===== src/sv/iau_pkg.sv =====
// Shared types, widths and constants of the incidence angle unit.
package iau_pkg;

    // Widths after operand limiting and term normalisation.
    localparam int RL_W     = 27;
    localparam int NL_W     = 21;
    localparam int PROD_W   = 48;
    localparam int C_W      = 48;
    localparam int POS_W    = 6;
    localparam int CN_W     = 30;
    localparam int CN_TOP   = 29;
    localparam int SQ_W     = 60;
    localparam int CSQ_W    = 62;
    localparam int ROOT_W   = 31;
    localparam int CX_W     = 34;
    localparam int CZ_W     = 26;
    localparam int ZC_W     = 23;
    localparam int ANGLE_W  = 15;
    localparam int CFG_IDX_W = 2;

    localparam longint RAY_LIM = 64'sd67108864;
    localparam longint NRM_LIM = 64'sd1048576;

    localparam int CORDIC_STEPS = 23;
    localparam logic signed [CZ_W-1:0] FULL_Q16 = 26'sd5898240;

    // Arctangent of 2^-i in degrees, sixteen fraction bits.
    localparam logic signed [CZ_W-1:0] ATAN_DEG [CORDIC_STEPS] = '{
        26'sd2949120, 26'sd1740967, 26'sd919879, 26'sd466945, 26'sd234379,
        26'sd117304, 26'sd58666, 26'sd29335, 26'sd14668, 26'sd7334,
        26'sd3667, 26'sd1833, 26'sd917, 26'sd458, 26'sd229,
        26'sd115, 26'sd57, 26'sd29, 26'sd14, 26'sd7,
        26'sd4, 26'sd2, 26'sd1
    };

    localparam logic [CFG_IDX_W-1:0] REG_SENSOR_X = 2'd0;
    localparam logic [CFG_IDX_W-1:0] REG_SENSOR_Y = 2'd1;
    localparam logic [CFG_IDX_W-1:0] REG_SENSOR_Z = 2'd2;

    typedef struct packed {
        logic valid;
        logic zero;
    } t_ctrl;

endpackage


===== src/sv/iau_cordic_cell.sv =====
// One vectoring rotation of the angle chain.
module iau_cordic_cell import iau_pkg::*; #(
    parameter int I = 0
) (
    input  logic                   i_clk,
    input  logic                   i_rst_n,
    input  logic                   i_ce,
    input  t_ctrl                  i_ctrl,
    input  logic signed [CX_W-1:0] i_x,
    input  logic signed [CX_W-1:0] i_y,
    input  logic signed [CZ_W-1:0] i_z,
    output t_ctrl                  o_ctrl,
    output logic signed [CX_W-1:0] o_x,
    output logic signed [CX_W-1:0] o_y,
    output logic signed [CZ_W-1:0] o_z
);

    t_ctrl                  r_ctrl;
    logic signed [CX_W-1:0] r_x, r_y, n_x, n_y;
    logic signed [CZ_W-1:0] r_z, n_z;

    always_comb begin
        logic signed [CX_W-1:0] xs;
        logic signed [CX_W-1:0] ys;
        xs = i_x >>> I;
        ys = i_y >>> I;
        if (i_y > 0) begin
            n_x = i_x + ys;
            n_y = i_y - xs;
            n_z = i_z + ATAN_DEG[I];
        end else begin
            n_x = i_x - ys;
            n_y = i_y + xs;
            n_z = i_z - ATAN_DEG[I];
        end
    end

    always_ff @(posedge i_clk) begin
        if (!i_rst_n) begin
            r_ctrl <= '0;
        end else if (i_ce) begin
            r_ctrl <= i_ctrl;
        end
    end

    always_ff @(posedge i_clk) begin
        if (i_ce) begin
            r_x <= n_x;
            r_y <= n_y;
            r_z <= n_z;
        end
    end

    assign o_ctrl = r_ctrl;
    assign o_x    = r_x;
    assign o_y    = r_y;
    assign o_z    = r_z;

endmodule


===== config.mk =====
export PLATFORM = sky130hd
export DESIGN_NAME = iau_cordic_cell
export DESIGN_NICKNAME = d
export VERILOG_FILES = /design/src/sv/iau_pkg.sv /design/src/sv/iau_cordic_cell.sv
export SDC_FILE = /design/constraint.sdc
export NUM_CORES = 1
export LEC_CHECK = 0
export BUFFER_PORTS_ARGS = -buffer_cell sky130_fd_sc_hd__buf_2
export CAP_MARGIN = 25
export CORE_ASPECT_RATIO = 0.7
export CORE_MARGIN = 2
export CORE_UTILIZATION = 57
export CTS_BUF_LIST = sky130_fd_sc_hd__clkbuf_4
export CTS_CLUSTER_DIAMETER = 80
export CTS_CLUSTER_SIZE = 16
export DETAILED_ROUTE_END_ITERATION = 12
export GPL_TIMING_DRIVEN = 0
export PLACE_DENSITY = 0.84
export SYNTH_ARGS = -nofsm -noshare
export SYNTH_HDL_FRONTEND = slang
export SYNTH_SLANG_ARGS = --single-unit
export TNS_END_PERCENT = 10

===== constraint.sdc =====
create_clock -name i_clk -period 4.9 [get_ports i_clk]
set_input_delay 0.98 -clock i_clk [delete_from_list [all_inputs] [get_ports i_clk]]
set_output_delay 0.98 -clock i_clk [all_outputs]
set_load 0.02 [all_outputs]

### After elaboration in Yosys (flattened, before gate mapping)

Index checks and enable logic that the tools add are counted.

* bits in registers: 96
* output and inout bits: 96
* word-level logic and storage cells: 14

* add/sub/neg operators: 5
* $lt $le $gt $ge: 1
* mux-type cells: 3

Operators with widths (number)
* 2-to-1 mux 34 bit: 2
* subtractor 34 bit: 2
* adder 34 bit: 1
* > comparator 34 x 1 -> 1 bit, second input constant: 1
* adder 26 x 23 -> 26 bit, second input constant: 1
* 2-to-1 mux 26 bit: 1
* subtractor 26 x 23 -> 26 bit, second input constant: 1

### Logic depth before layout (Yosys ltp)

* depth in word-level cells: 2
* depth in mapped cells: 15
* depth with buffers taken out: 13

### Worst setup path after synthesis

No wires, ideal clock.

* path kind: input to register
* start point: input i_y[31]
* end point: register r_z[25] (netlist: o_z[25]) (data pin)
* library setup time: 0.259 ns
* arrival: 3.910 ns
* setup slack: 0.731 ns
* stages: 15
* path buffers: 3
* cell sequence: nor4_1 nand4_1 o31ai_1 clkbuf_1 buf_2 buf_2 ha_1 a21o_1 a21oi_1 o21ai_0 a21oi_1 o21ai_0 a21o_1 a21oi_1 xnor2_1

* word-level cells in the longest chain between the ends: 2

RTL lines
* start, declared: RTL line iau_cordic_cell.sv:10 `input logic signed [CX_W-1:0] i_y,`
* > comparator 34 x 1 -> 1 bit: RTL line iau_cordic_cell.sv:27 `if (i_y > 0) begin`
* 2-to-1 mux 26 bit: RTL line iau_cordic_cell.sv:27
* named net n_z[25]: RTL line iau_cordic_cell.sv:20 `logic signed [CZ_W-1:0] r_z, n_z;`
* end signal, assigned: RTL line iau_cordic_cell.sv:50 `r_z <= n_z;`
* end, declared: RTL line iau_cordic_cell.sv:20

The timed path passes the listed nets, and every way through them passes these cells.
A chain may end at the register's enable or synchronous reset.

### Worst setup path after layout

* start point: input i_y[8]
* end point: register r_z[25] (netlist: o_z[25]) (data pin)

Same word-level chain as after synthesis.

==> impl_metrics.py <==
metrics = {
    "grt": {
        "antenna_found_initial": 1,
        "grtUsageTotal": 0.379,
        "grt_pass1_wl_um": 50400,
        "grt_pass1_vias": 8732,
        "grt_max_degree": 70,
        "overflow": 0,
    },
    "logic_synthesis": {
        "synth_top_area_frac": 0.297,
        "syn-mean-instance-area_um2": 8.62,
        "synth_cells": 1091,
        "synthFlopType": "edfxtp_1",
        "yosysWarnings": 0,
        "ys_async_sr_fraction": 0,
        "synth.area.top_cells": "edfxtp_1 30%, ha_1 14%, a21oi_1 6.4%",
        "yosysTopAreaCell": "edfxtp_1",
        "seq_area_frac_synth": 0.301,
        "ys_types": 86,
        "syn_nets": 1301,
        "synth_edf_count": 93,
        "synth_seq_cells": 95,
        "netlist_area_mm2": 0.00940,
    },
    "clock_tree": {
        "h-tree-depth": 3,
        "clock-sinks": 95,
        "numCtsBuffers": 9,
        "worstSkewPairLatency_ns": 0.53,
        "path_clk_slew_ns": 0.18,
        "cts_root_buf": "clkbuf_4",
        "hold_buffers": 0,
        "cts_tree": "built",
        "max-clock-path-buffers": 2,
    },
    "sta": {
        "tightest_slew_ns": 1.02,
        "hold_viol_final": 0,
        "setup_tns_ns": 0,
        "layout_setup_ws_ns": 0.161,
        "setup_viol": 0,
        "max_clock_freq_ghz": 0.211,
        "slew_headroom": 0.309,
        "skew_ns": 0,
        "drv_slew": 0,
        "rsz0062_at_grt": "false",
        "period_share": 0.967,
        "hold_ws_ns": 0.545,
        "post-route-min-period_ns": 4.74,
    },
    "power_and_ir_drop": {
        "powerDensity_mw_per_mm2": 261,
        "finalPower_mw": 2.83,
        "clkPwrFrac": 0.158,
        "combPwrFrac": 0.459,
        "p_sw_frac": 0.432,
        "p_seq_frac": 0.383,
        "vdd_drop_max_v": 0.000167,
        "p_leak_nw": 4.77,
        "p_switching_mw": 1.22,
        "p_int_mw": 1.61,
    },
    "detailed_routing": {
        "drt_iter0_drc": 1241,
        "wl_per_cell_um": 22.1,
        "postRouteWirelength_um": 33800,
        "vias_per_cell": 6.30,
        "ant_nets": 0,
        "num_vias": 9627,
        "drc": 0,
        "firstDrtPassIters": 6,
    },
    "placement": {
        "place.gp.congestion": 1.02,
        "io_buffers": 194,
        "hpwl_um": 27300,
        "place_ws_ns": -0.834,
    },
    "min_path": {
        "min_path_type": "reg2reg",
    },
    "die": {
        "io_pins": 195,
        "core_area_mm2": 0.0162,
        "initial_core_util": 0.579,
        "die_w_um": 158,
        "rows": 39,
        "die_area_mm2": 0.0176,
        "die_height_um": 111,
    },
    "outcome": {
        "status": "completed",
    },
    "job": {
        "timing.max_cap.violations": 0,
    },
    "critical_path": {
        "cp-endpoint": "o_z[25]",
        "r2r_slack_ns": 4.28,
        "worstRegToRegCells": 2,
        "required_ns": 5.20,
        "crit_fanout": 14,
        "rr_startpoint": "o_ctrl[1]",
        "end_kind": "register",
        "crit_path_start_kind": "input port",
        "timing_worst_setup_path_type": "in2reg",
        "worstSetupStartpoint": "i_y[8]",
        "crit_arrival_ns": 5.04,
        "r2r_end": "o_ctrl[1]",
    },
    "cells_and_area": {
        "final_cell_mix": "207 x buf_2, 121 x a21oi_1, 107 x ha_1, 102 x inv_1, 93 x edfxtp_1",
        "drive_above_1_share": 0.203,
        "area_growth_pct": 15.3,
        "final_common_cell": "buf_2",
        "fin_nets": 1507,
    },
}
==> critical path: stages <==
cell	delay (ns)
buf_2	0.15
nor4_2	0.55
nand4_1	0.19
o31ai_2	0.36
clkbuf_2	0.32
buf_2	0.39
buf_2	0.35
ha_1	0.29
a21o_1	0.16
a21oi_1	0.23
o21ai_0	0.11
a21oi_1	0.22
o21ai_0	0.21
a21o_1	0.22
a21oi_1	0.19
xnor2_1	0.09
==> flip-flops by register name (all words and copies together), names as in the netlist <==
register  flops
o_x          34
o_y          33
o_z          26
o_ctrl        2
==> final cells by class <==
class | instances | area (µm²)
inverter | 106 | 398
clock buffer | 9 | 67.6
sequential | 95 | 2830
antenna | 1 | 2.50
buffer | 49 | 223
multi-input combinational | 841 | 5980
clock inverter | 7 | 61.3
timing repair buffer | 195 | 1000
tap | 225 | 282
fill | 1418 | 5410
==> power groups by stage <==
stage,Clock (mW),Sequential [mW],Combinational [mW]
after floorplan,0,1.26,0.652
final,0.447,1.08,1.30
after CTS,0.447,1.09,1.26
after global placement,0,1.10,1.24
after detailed placement,0,1.10,1.25
after global routing,0.474,1.09,1.38
==> worst min path at each step <==
stage	start	endpoint	slack, ns	depth (start not counted)
after floorplan	o_ctrl[0]	o_ctrl[0]	0.59	2
after global placement	o_ctrl[1]	o_ctrl[1]	0.49	2
after detailed placement	o_ctrl[0]	o_ctrl[0]	0.52	2
after CTS	o_ctrl[0]	o_ctrl[0]	0.54	2
after global routing	o_ctrl[0]	o_ctrl[0]	0.56	2
final	o_ctrl[0]	o_ctrl[0]	0.55	2
==> stage by stage <==
stage	std cells	util	cell area (µm²)
2_1_floorplan	1091	-	9400
3_5_place_dp	1511	0.658	10700
3_3_place_gp	1510	0.656	10700
4_1_cts	1527	0.666	10800
6_report	1528	0.667	10800
5_1_grt	1528	0.667	10800
==> cell families (layout without fill, tap and decap cells) <==
logic type / after synthesis / count (layout) / share of synthesized area
flops: 95 / 95 / 0.301
other cells: 0 / 1 / 0
buf+inv: 155 / 366 / 0.0657
xor+xnor: 69 / 69 / 0.0643
mux: 9 / 9 / 0.00958
simple gates: 290 / 290 / 0.154
fa+ha+maj: 111 / 111 / 0.151
compound gates: 362 / 362 / 0.254
==> synthesized netlist by cell type (3+ instances only) <==
cell type and number:
a211o_1 5, a211oi_1 14, a21boi_0 4, a21o_1 17
a21oi_1 121, a221oi_1 3, a22o_1 3, a311o_1 4
a31oi_1 9, a32oi_1 3, and2_1 8, and3_1 4
buf_1 5, buf_2 14, buf_4 3, clkbuf_1 26
edfxtp_1 93, fa_1 4, ha_1 107, inv_1 102
inv_2 3, mux2i_1 9, nand2_1 57, nand2b_1 18
nand3_1 15, nand4_1 15, nor2_1 81, nor2b_1 20
nor3_1 32, nor3b_1 3, nor4_1 11, o2111ai_1 3
o211ai_1 17, o21a_1 10, o21ai_0 77, o21ba_2 4
o21bai_1 16, o31a_1 3, o31ai_1 13, or2_2 7
or3_1 6, xnor2_1 53, xor2_1 16
==> layer usage <==
layer,track usage,wire length (µm),share of wire,vias to the layer above
met5,0,0,0,-
met4,0.0867,652,0.019,0
met1,0.564,14500,0.43,4493
met2,0.543,13600,0.40,710
met3,0.111,4990,0.15,58
li1,-,-,-,4366
==> timing repair <==
action | in CTS | in global routing
setup buffers | 0 | 0
gates resized for setup | 3 | 4
endpoints found under the setup margin | 2 | 2
(Power assumes the default switching activity.)
