<file path="config.mk">
export PLATFORM = sky130hd
export DESIGN_NAME = iau_sqrt_cell
export DESIGN_NICKNAME = d
export VERILOG_FILES = /design/src/sv/iau_pkg.sv /design/src/sv/iau_sqrt_cell.sv
export SDC_FILE = /design/constraint.sdc
export NUM_CORES = 1
export LEC_CHECK = 0
export BUFFER_PORTS_ARGS = -buffer_cell sky130_fd_sc_hd__buf_2
export CORE_MARGIN = 2
export CORE_UTILIZATION = 45
export DETAILED_ROUTE_END_ITERATION = 8
export HOLD_SLACK_MARGIN = 0.12
export PLACE_DENSITY = 0.71
export SETUP_SLACK_MARGIN = 0.5
export SLEW_MARGIN = 20
export SYNTH_ARGS = -nofsm -noshare
export SYNTH_HDL_FRONTEND = slang
export SYNTH_SLANG_ARGS = --single-unit
</file>
<file path="constraint.sdc">
create_clock -name i_clk -period 3.95 [get_ports i_clk]
set_input_delay 0.1975 -clock i_clk [delete_from_list [all_inputs] [get_ports i_clk]]
set_output_delay 0.1975 -clock i_clk [all_outputs]
set_load 0.02 [all_outputs]
</file>
<file path="src/sv/iau_pkg.sv">
// Shared types, widths and constants of the incidence angle unit.
package iau_pkg;

    // Widths after operand limiting and term normalisation.
    localparam int RL_W     = 27;
    localparam int NL_W     = 21;
    localparam int PROD_W   = 48;
    localparam int C_W      = 48;
    localparam int POS_W    = 6;
    localparam int CN_W     = 30;
    localparam int CN_TOP   = 29;
    localparam int SQ_W     = 60;
    localparam int CSQ_W    = 62;
    localparam int ROOT_W   = 31;
    localparam int CX_W     = 34;
    localparam int CZ_W     = 26;
    localparam int ZC_W     = 23;
    localparam int ANGLE_W  = 15;
    localparam int CFG_IDX_W = 2;

    localparam longint RAY_LIM = 64'sd67108864;
    localparam longint NRM_LIM = 64'sd1048576;

    localparam int CORDIC_STEPS = 23;
    localparam logic signed [CZ_W-1:0] FULL_Q16 = 26'sd5898240;

    // Arctangent of 2^-i in degrees, sixteen fraction bits.
    localparam logic signed [CZ_W-1:0] ATAN_DEG [CORDIC_STEPS] = '{
        26'sd2949120, 26'sd1740967, 26'sd919879, 26'sd466945, 26'sd234379,
        26'sd117304, 26'sd58666, 26'sd29335, 26'sd14668, 26'sd7334,
        26'sd3667, 26'sd1833, 26'sd917, 26'sd458, 26'sd229,
        26'sd115, 26'sd57, 26'sd29, 26'sd14, 26'sd7,
        26'sd4, 26'sd2, 26'sd1
    };

    localparam logic [CFG_IDX_W-1:0] REG_SENSOR_X = 2'd0;
    localparam logic [CFG_IDX_W-1:0] REG_SENSOR_Y = 2'd1;
    localparam logic [CFG_IDX_W-1:0] REG_SENSOR_Z = 2'd2;

    typedef struct packed {
        logic valid;
        logic zero;
    } t_ctrl;

endpackage

</file>
<file path="src/sv/iau_sqrt_cell.sv">
// One cell of the square root chain: decides one bit of the root.
module iau_sqrt_cell import iau_pkg::*; #(
    parameter int K = 30
) (
    input  logic              i_clk,
    input  logic              i_rst_n,
    input  logic              i_ce,
    input  t_ctrl             i_ctrl,
    input  logic [CSQ_W-1:0]  i_rem,
    input  logic [ROOT_W-1:0] i_root,
    input  logic [CN_W-1:0]   i_dot,
    output t_ctrl             o_ctrl,
    output logic [CSQ_W-1:0]  o_rem,
    output logic [ROOT_W-1:0] o_root,
    output logic [CN_W-1:0]   o_dot
);

    t_ctrl             r_ctrl;
    logic [CSQ_W-1:0]  r_rem, n_rem;
    logic [ROOT_W-1:0] r_root, n_root;
    logic [CN_W-1:0]   r_dot;

    always_comb begin
        logic [63:0] trial;
        trial = (64'(i_root) << (K + 1)) + (64'd1 << (2 * K));
        if (64'(i_rem) >= trial) begin
            n_rem  = CSQ_W'(64'(i_rem) - trial);
            n_root = i_root | (ROOT_W'(1) << K);
        end else begin
            n_rem  = i_rem;
            n_root = i_root;
        end
    end

    always_ff @(posedge i_clk) begin
        if (!i_rst_n) begin
            r_ctrl <= '0;
        end else if (i_ce) begin
            r_ctrl <= i_ctrl;
        end
    end

    always_ff @(posedge i_clk) begin
        if (i_ce) begin
            r_rem  <= n_rem;
            r_root <= n_root;
            r_dot  <= i_dot;
        end
    end

    assign o_ctrl = r_ctrl;
    assign o_rem  = r_rem;
    assign o_root = r_root;
    assign o_dot  = r_dot;

endmodule

</file>
# Word level (Yosys, flattened, before mapping)
# Cells that the tools add are included.
# totals
ff_bits	125
in_bits	128
output_inout_bits	125
# classes
n_lt_le_gt_ge	1
n_addsub	2
muxes	1
# ops
cell	n
adder 62 x 61 -> 63 bit (second input constant)	1
greater-or-equal comparator 62 x 63 -> 1 bit	1
two-way mux 62 bit	1
subtractor 62 bit	1

# Longest topological paths before layout
# depth
ltp_word	3
mapped_depth	13

# Worst setup path before layout
# No wires, ideal clock.
# synth_path
kind	input port to flip-flop
from	input i_rem[31]
to	register r_rem[33] (netlist: o_rem[33]), data pin
n_path_buf	1
setup_time_ps	260
path_stages	13
t_arrival_ps	2925
slack_ps	765
path_cell_list	inv_1 > ha_1 > inv_1 > fa_1 > a211o_2 > a21oi_2 > o211ai_2 > a31o_2 > a31oi_4 > o21ai_2 > a311o_2 > buf_6 > mux2_4
# synth_via
elab_chain_cells	2
elab_cells_between_ends	3
classes_between	1 x add/sub; 1 x order compare; 1 x mux
# synth_rtl
element	line_no	source
start: declaration	iau_sqrt_cell.sv:9	input logic [CSQ_W-1:0] i_rem,
subtractor 62 bit / greater-or-equal comparator 62 x 63 -> 1 bit (equally long branches)	iau_sqrt_cell.sv:27, iau_sqrt_cell.sv:26	
two-way mux 62 bit (*)	iau_sqrt_cell.sv:26	if (64'(i_rem) >= trial) begin
named net n_rem[33]	iau_sqrt_cell.sv:19	logic [CSQ_W-1:0] r_rem, n_rem;
end signal: assignment	iau_sqrt_cell.sv:45	r_rem <= n_rem;
end: declaration	iau_sqrt_cell.sv:19	
# The timed path passes the listed nets; every way through them passes the cells marked *.
# A chain may end at the register's enable or synchronous reset.

# Worst setup path after layout
# layout_path
from	input i_root[2]
to	register r_rem[57] (netlist: o_rem[57]), data pin
# layout_via
elab_chain_cells	3
elab_cells_between_ends	4
classes_between	2 x add/sub; 1 x order compare; 1 x mux
# layout_rtl
element	line_no	source
start: declaration	iau_sqrt_cell.sv:10	input logic [ROOT_W-1:0] i_root,
adder 62 x 61 -> 63 bit (*)	iau_sqrt_cell.sv:25	trial = (64'(i_root) << (K + 1)) + (64'd1 << (2 * K));
subtractor 62 bit / greater-or-equal comparator 62 x 63 -> 1 bit (equally long branches)	iau_sqrt_cell.sv:27, iau_sqrt_cell.sv:26	
two-way mux 62 bit (*)	iau_sqrt_cell.sv:26	
named net n_rem[57]	iau_sqrt_cell.sv:19	
# Marked as above.

==> metrics.csv <==
stage,metric,value,unit
cts,cts_root_buf,clkbuf_16,
cts,cts-htree-levels,4,
run,drv_cap,0,
yosys,synth.cell_area,0.00633,sq mm
worst_hold_path,hold_depth,2,
timing,finalCriticalPeriod,3.35,ns
timing,skew,0,ns
setup_path,path_class,primary input to flop,
yosys,syn_avg_cell_area,13.7,sq um
timing,holdWs,0.125,ns
timing,slew_viol_final,0,
placement,io_buffers,252,
power,leakage,0.00437,uW
floorplanning,row_count,43,
cts,clock_latency,0.43,ns
grt,grt_max_degree,49,
placement,gp_congestion,0.915,
yosys,syn_inst,464,
floorplanning,core,0.0138,sq mm
yosys,yosys-top-cells-area,"edfxtp_1, mux2_4, ha_1, a21o_1, inv_1",
setup_path,cp.buffers_inverters,4,
cts,cts_buffers,17,
floorplanning,die_area,0.0150,sq mm
timing,period_share,84.8,%
power,power.density,448,mW/mm^2
setup_path,critPathSlowestCell,dlygate4sd3_1,
setup_path,cp_cell_sequence,dlygate4sd3_1 > buf_2 > inv_1 > ha_1 > a211o_2 > a21oi_2 > o211ai_2 > a31o_2 > a31oi_4 > o21ai_2 > a311o_2 > buf_4 > mux2_4,
yosys,ys_warn_count,0,
worst_hold_path,holdPathEnd,o_rem[61]$_DFFE_PP_,
floorplanning,start_util,45.8,%
cts,clk_pin_slew,0.05,ns
routing,drc,0,
timing,hold_viol_final,0,
grt,use_met3,7.11,%
status,outcome,completed,
yosys,synth.top_cell.area_share,58.3,%
yosys,yosysMostFrequentCell,edfxtp_1,
setup_path,crit_path_start_kind,primary input,
timing,tightestPinTransition,0.598,ns
layout,drive_above_1_share,38.8,%
layout,area_growth,51.8,%
routing,drt-vias-per-instance,5.29,
floorplanning,pin_count,253,
worst_hold_path,min-delay-start,i_rem[61],
cts,clock_sinks,125,
setup_path,max_stage_delay,0.54,ns
routing,first_pass_iters,4,
setup_path,reg2reg_from,o_ctrl[0]$_SDFFE_PN0P_,
grt,grtUsageTotal,26.3,%
routing,num_vias,5532,
grt,antenna_found_initial,0,
setup_path,cp_top_family,compound AO/OA/AOI/OAI gates,
grt,first_global_vias,5565,
yosys,ys_top_cells_by_count,"edfxtp_1, inv_1, ha_1",
layout,final_util,69.6,%
power,ir_drop,299,uV
yosys,synth_seq_area_share,58.9,%
yosys,yosys.area.top_type,edfxtp_1,
worst_hold_path,hold_class,primary input to flop,
routing,wl,20000,um
grt,top_usage_layer,met2,
timing,slew_headroom,60.2,%
grt,grt_pass1_wl,29200,um
routing,postRouteAntennaNets,0,
yosys,synth_edf_count,123,
timing,fmax,0.298,GHz
layout,finalNetCount,1013,
yosys,synthArstFlopShare,0,%
floorplanning,chipWidth,123,um
cts,cts_tree,done,
timing,setup_viol,0,
setup_path,worstPathMaxFanout,7,
grt,grt_overflow,0,
placement,dp_hpwl,13200,um
timing,tns,0,ns
grt,gr-usage-met1,27.8,%
setup_path,ff2ff_setup_slack,2.80,ns
floorplanning,die_h,123,um
yosys,synth_cell_types,61,
setup_path,r2r_end,o_ctrl[0]$_SDFFE_PN0P_,
cts,cts_resized,0,
timing,rsz0062_at_grt,false,
yosys,ys.flop_type,edfxtp_1,
yosys,synthesis.nets,625,
routing,dr.first_iter.drc_count,495,
setup_path,critPathRequiredTime,4.12,ns
routing,wire_per_inst,19.1,um
setup_path,r2r_cells,3,
layout,n_antenna_cell,0,
setup_path,worstSetupEndpointType,flop,
grt,grtUsageMet2,47.7,%
yosys,ys_seq_elements,125,
cts,clock_path_buffers,2,
setup_path,crit_arrival,3.52,ns
[layout make-up]
cell class | instances | area, sq um
inverters | 37 | 139
clock buffers | 17 | 425
fillers | 930 | 4210
multi-input cells | 291 | 2340
clock inverters | 15 | 198
flip-flops and latches | 125 | 3730
well taps | 180 | 225
repair buffers | 380 | 2550
[cell families (layout without fill, tap and decap cells)]
group | after synthesis | after routing | share of synthesized area [%]
AOI/OAI and AO/OA | 102 | 102 | 11.4
xor gates and xnor gates | 26 | 26 | 3.59
adders and majority gates | 33 | 33 | 6.64
buffers and inverters | 48 | 449 | 4.11
DFF | 125 | 125 | 58.9
muxes | 33 | 33 | 7.39
and+or+nand+nor | 97 | 97 | 7.94
[cell usage in the layout (no fill, tap or decap), types with 2 or more instances in the layout]
| cell type | Yosys | layout |
|---|---|---|
| and3_1 | 4 | 4 |
| nand4_1 | 7 | 7 |
| mux2_4 | 27 | 27 |
| nand2_1 | 20 | 20 |
| xor2_1 | 12 | 12 |
| ha_1 | 32 | 32 |
| a21oi_1 | 25 | 25 |
| nor2b_1 | 8 | 8 |
| buf_4 | 0 | 5 |
| mux2i_1 | 4 | 4 |
| and2_2 | 2 | 2 |
| buf_12 | 0 | 2 |
| a31o_2 | 2 | 2 |
| a221oi_1 | 4 | 4 |
| a31oi_1 | 2 | 2 |
| mux2_2 | 2 | 2 |
| clkinvlp_4 | 0 | 2 |
| inv_6 | 0 | 6 |
| clkbuf_16 | 0 | 17 |
| clkinv_4 | 0 | 2 |
| nand3_1 | 10 | 10 |
| buf_2 | 0 | 251 |
| o21bai_1 | 4 | 4 |
| nor2_1 | 22 | 22 |
| nor3_1 | 4 | 4 |
| a21o_1 | 23 | 23 |
| and3_2 | 2 | 2 |
| o21ai_0 | 13 | 13 |
| inv_8 | 0 | 2 |
| bufinv_16 | 0 | 3 |
| nor4_1 | 8 | 8 |
| xnor2_1 | 14 | 14 |
| dfxtp_1 | 2 | 2 |
| dlygate4sd3_1 | 0 | 122 |
| inv_1 | 37 | 37 |
| edfxtp_1 | 123 | 123 |
| nor4b_1 | 2 | 2 |
| o21a_1 | 6 | 6 |
| a211oi_1 | 4 | 4 |
| a21o_2 | 2 | 2 |
[power by group]
group / total (uW) / switching, uW / internal [uW]
sequential: 1650 / 42.2 / 1610
clock: 1660 / 646 / 1010
combinational: 996 / 548 / 448
total: 4310 / 1240 / 3070
[layer usage]
metal | vias up | part of all wire (%)
li1 | 2542 | -
met4 | 0 | 3.8
met5 | - | 0
met2 | 288 | 53
met3 | 50 | 7.2
met1 | 2652 | 36
[sequential cells by signal (all words and copies together) (netlist names)]
name and flops:
o_ctrl 2, o_dot 30, o_rem 62, o_root 31
[per-stage QoR]
step                      area, sq um  cells  power [uW]  setup WS (ns)
after floorplan                  6330    464        2240          0.765
after global placement           7760    890        2530          0.320
after detailed placement         7760    890        2550          0.255
after CTS                        9610   1044        4290          0.541
after global routing             9620   1045        4450          0.510
final                            9620   1045        4310          0.600
[worst max path at each step]
stage | slack (ns) | endpoint | start | cells past startpoint
5_1_grt | 0.51 | o_rem[57]$_DFFE_PP_ | i_root[2] | 13
4_1_cts | 0.54 | o_rem[42]$_DFFE_PP_ | i_root[2] | 13
2_1_floorplan | 0.76 | o_rem[33]$_DFFE_PP_ | i_rem[31] | 13
3_5_place_dp | 0.26 | o_rem[51]$_DFFE_PP_ | i_rem[31] | 14
6_report | 0.60 | o_rem[57]$_DFFE_PP_ | i_root[2] | 13
3_3_place_gp | 0.32 | o_rem[49]$_DFFE_PP_ | i_rem[31] | 14
[repair_timing]
item	4_1_cts	5_1_grt
setup endpoints to repair	0	24
endpoints found under the hold margin	121	0
hold buffers	122	0
buffers inserted	0	1
Power figures use the tool's default switching activity.
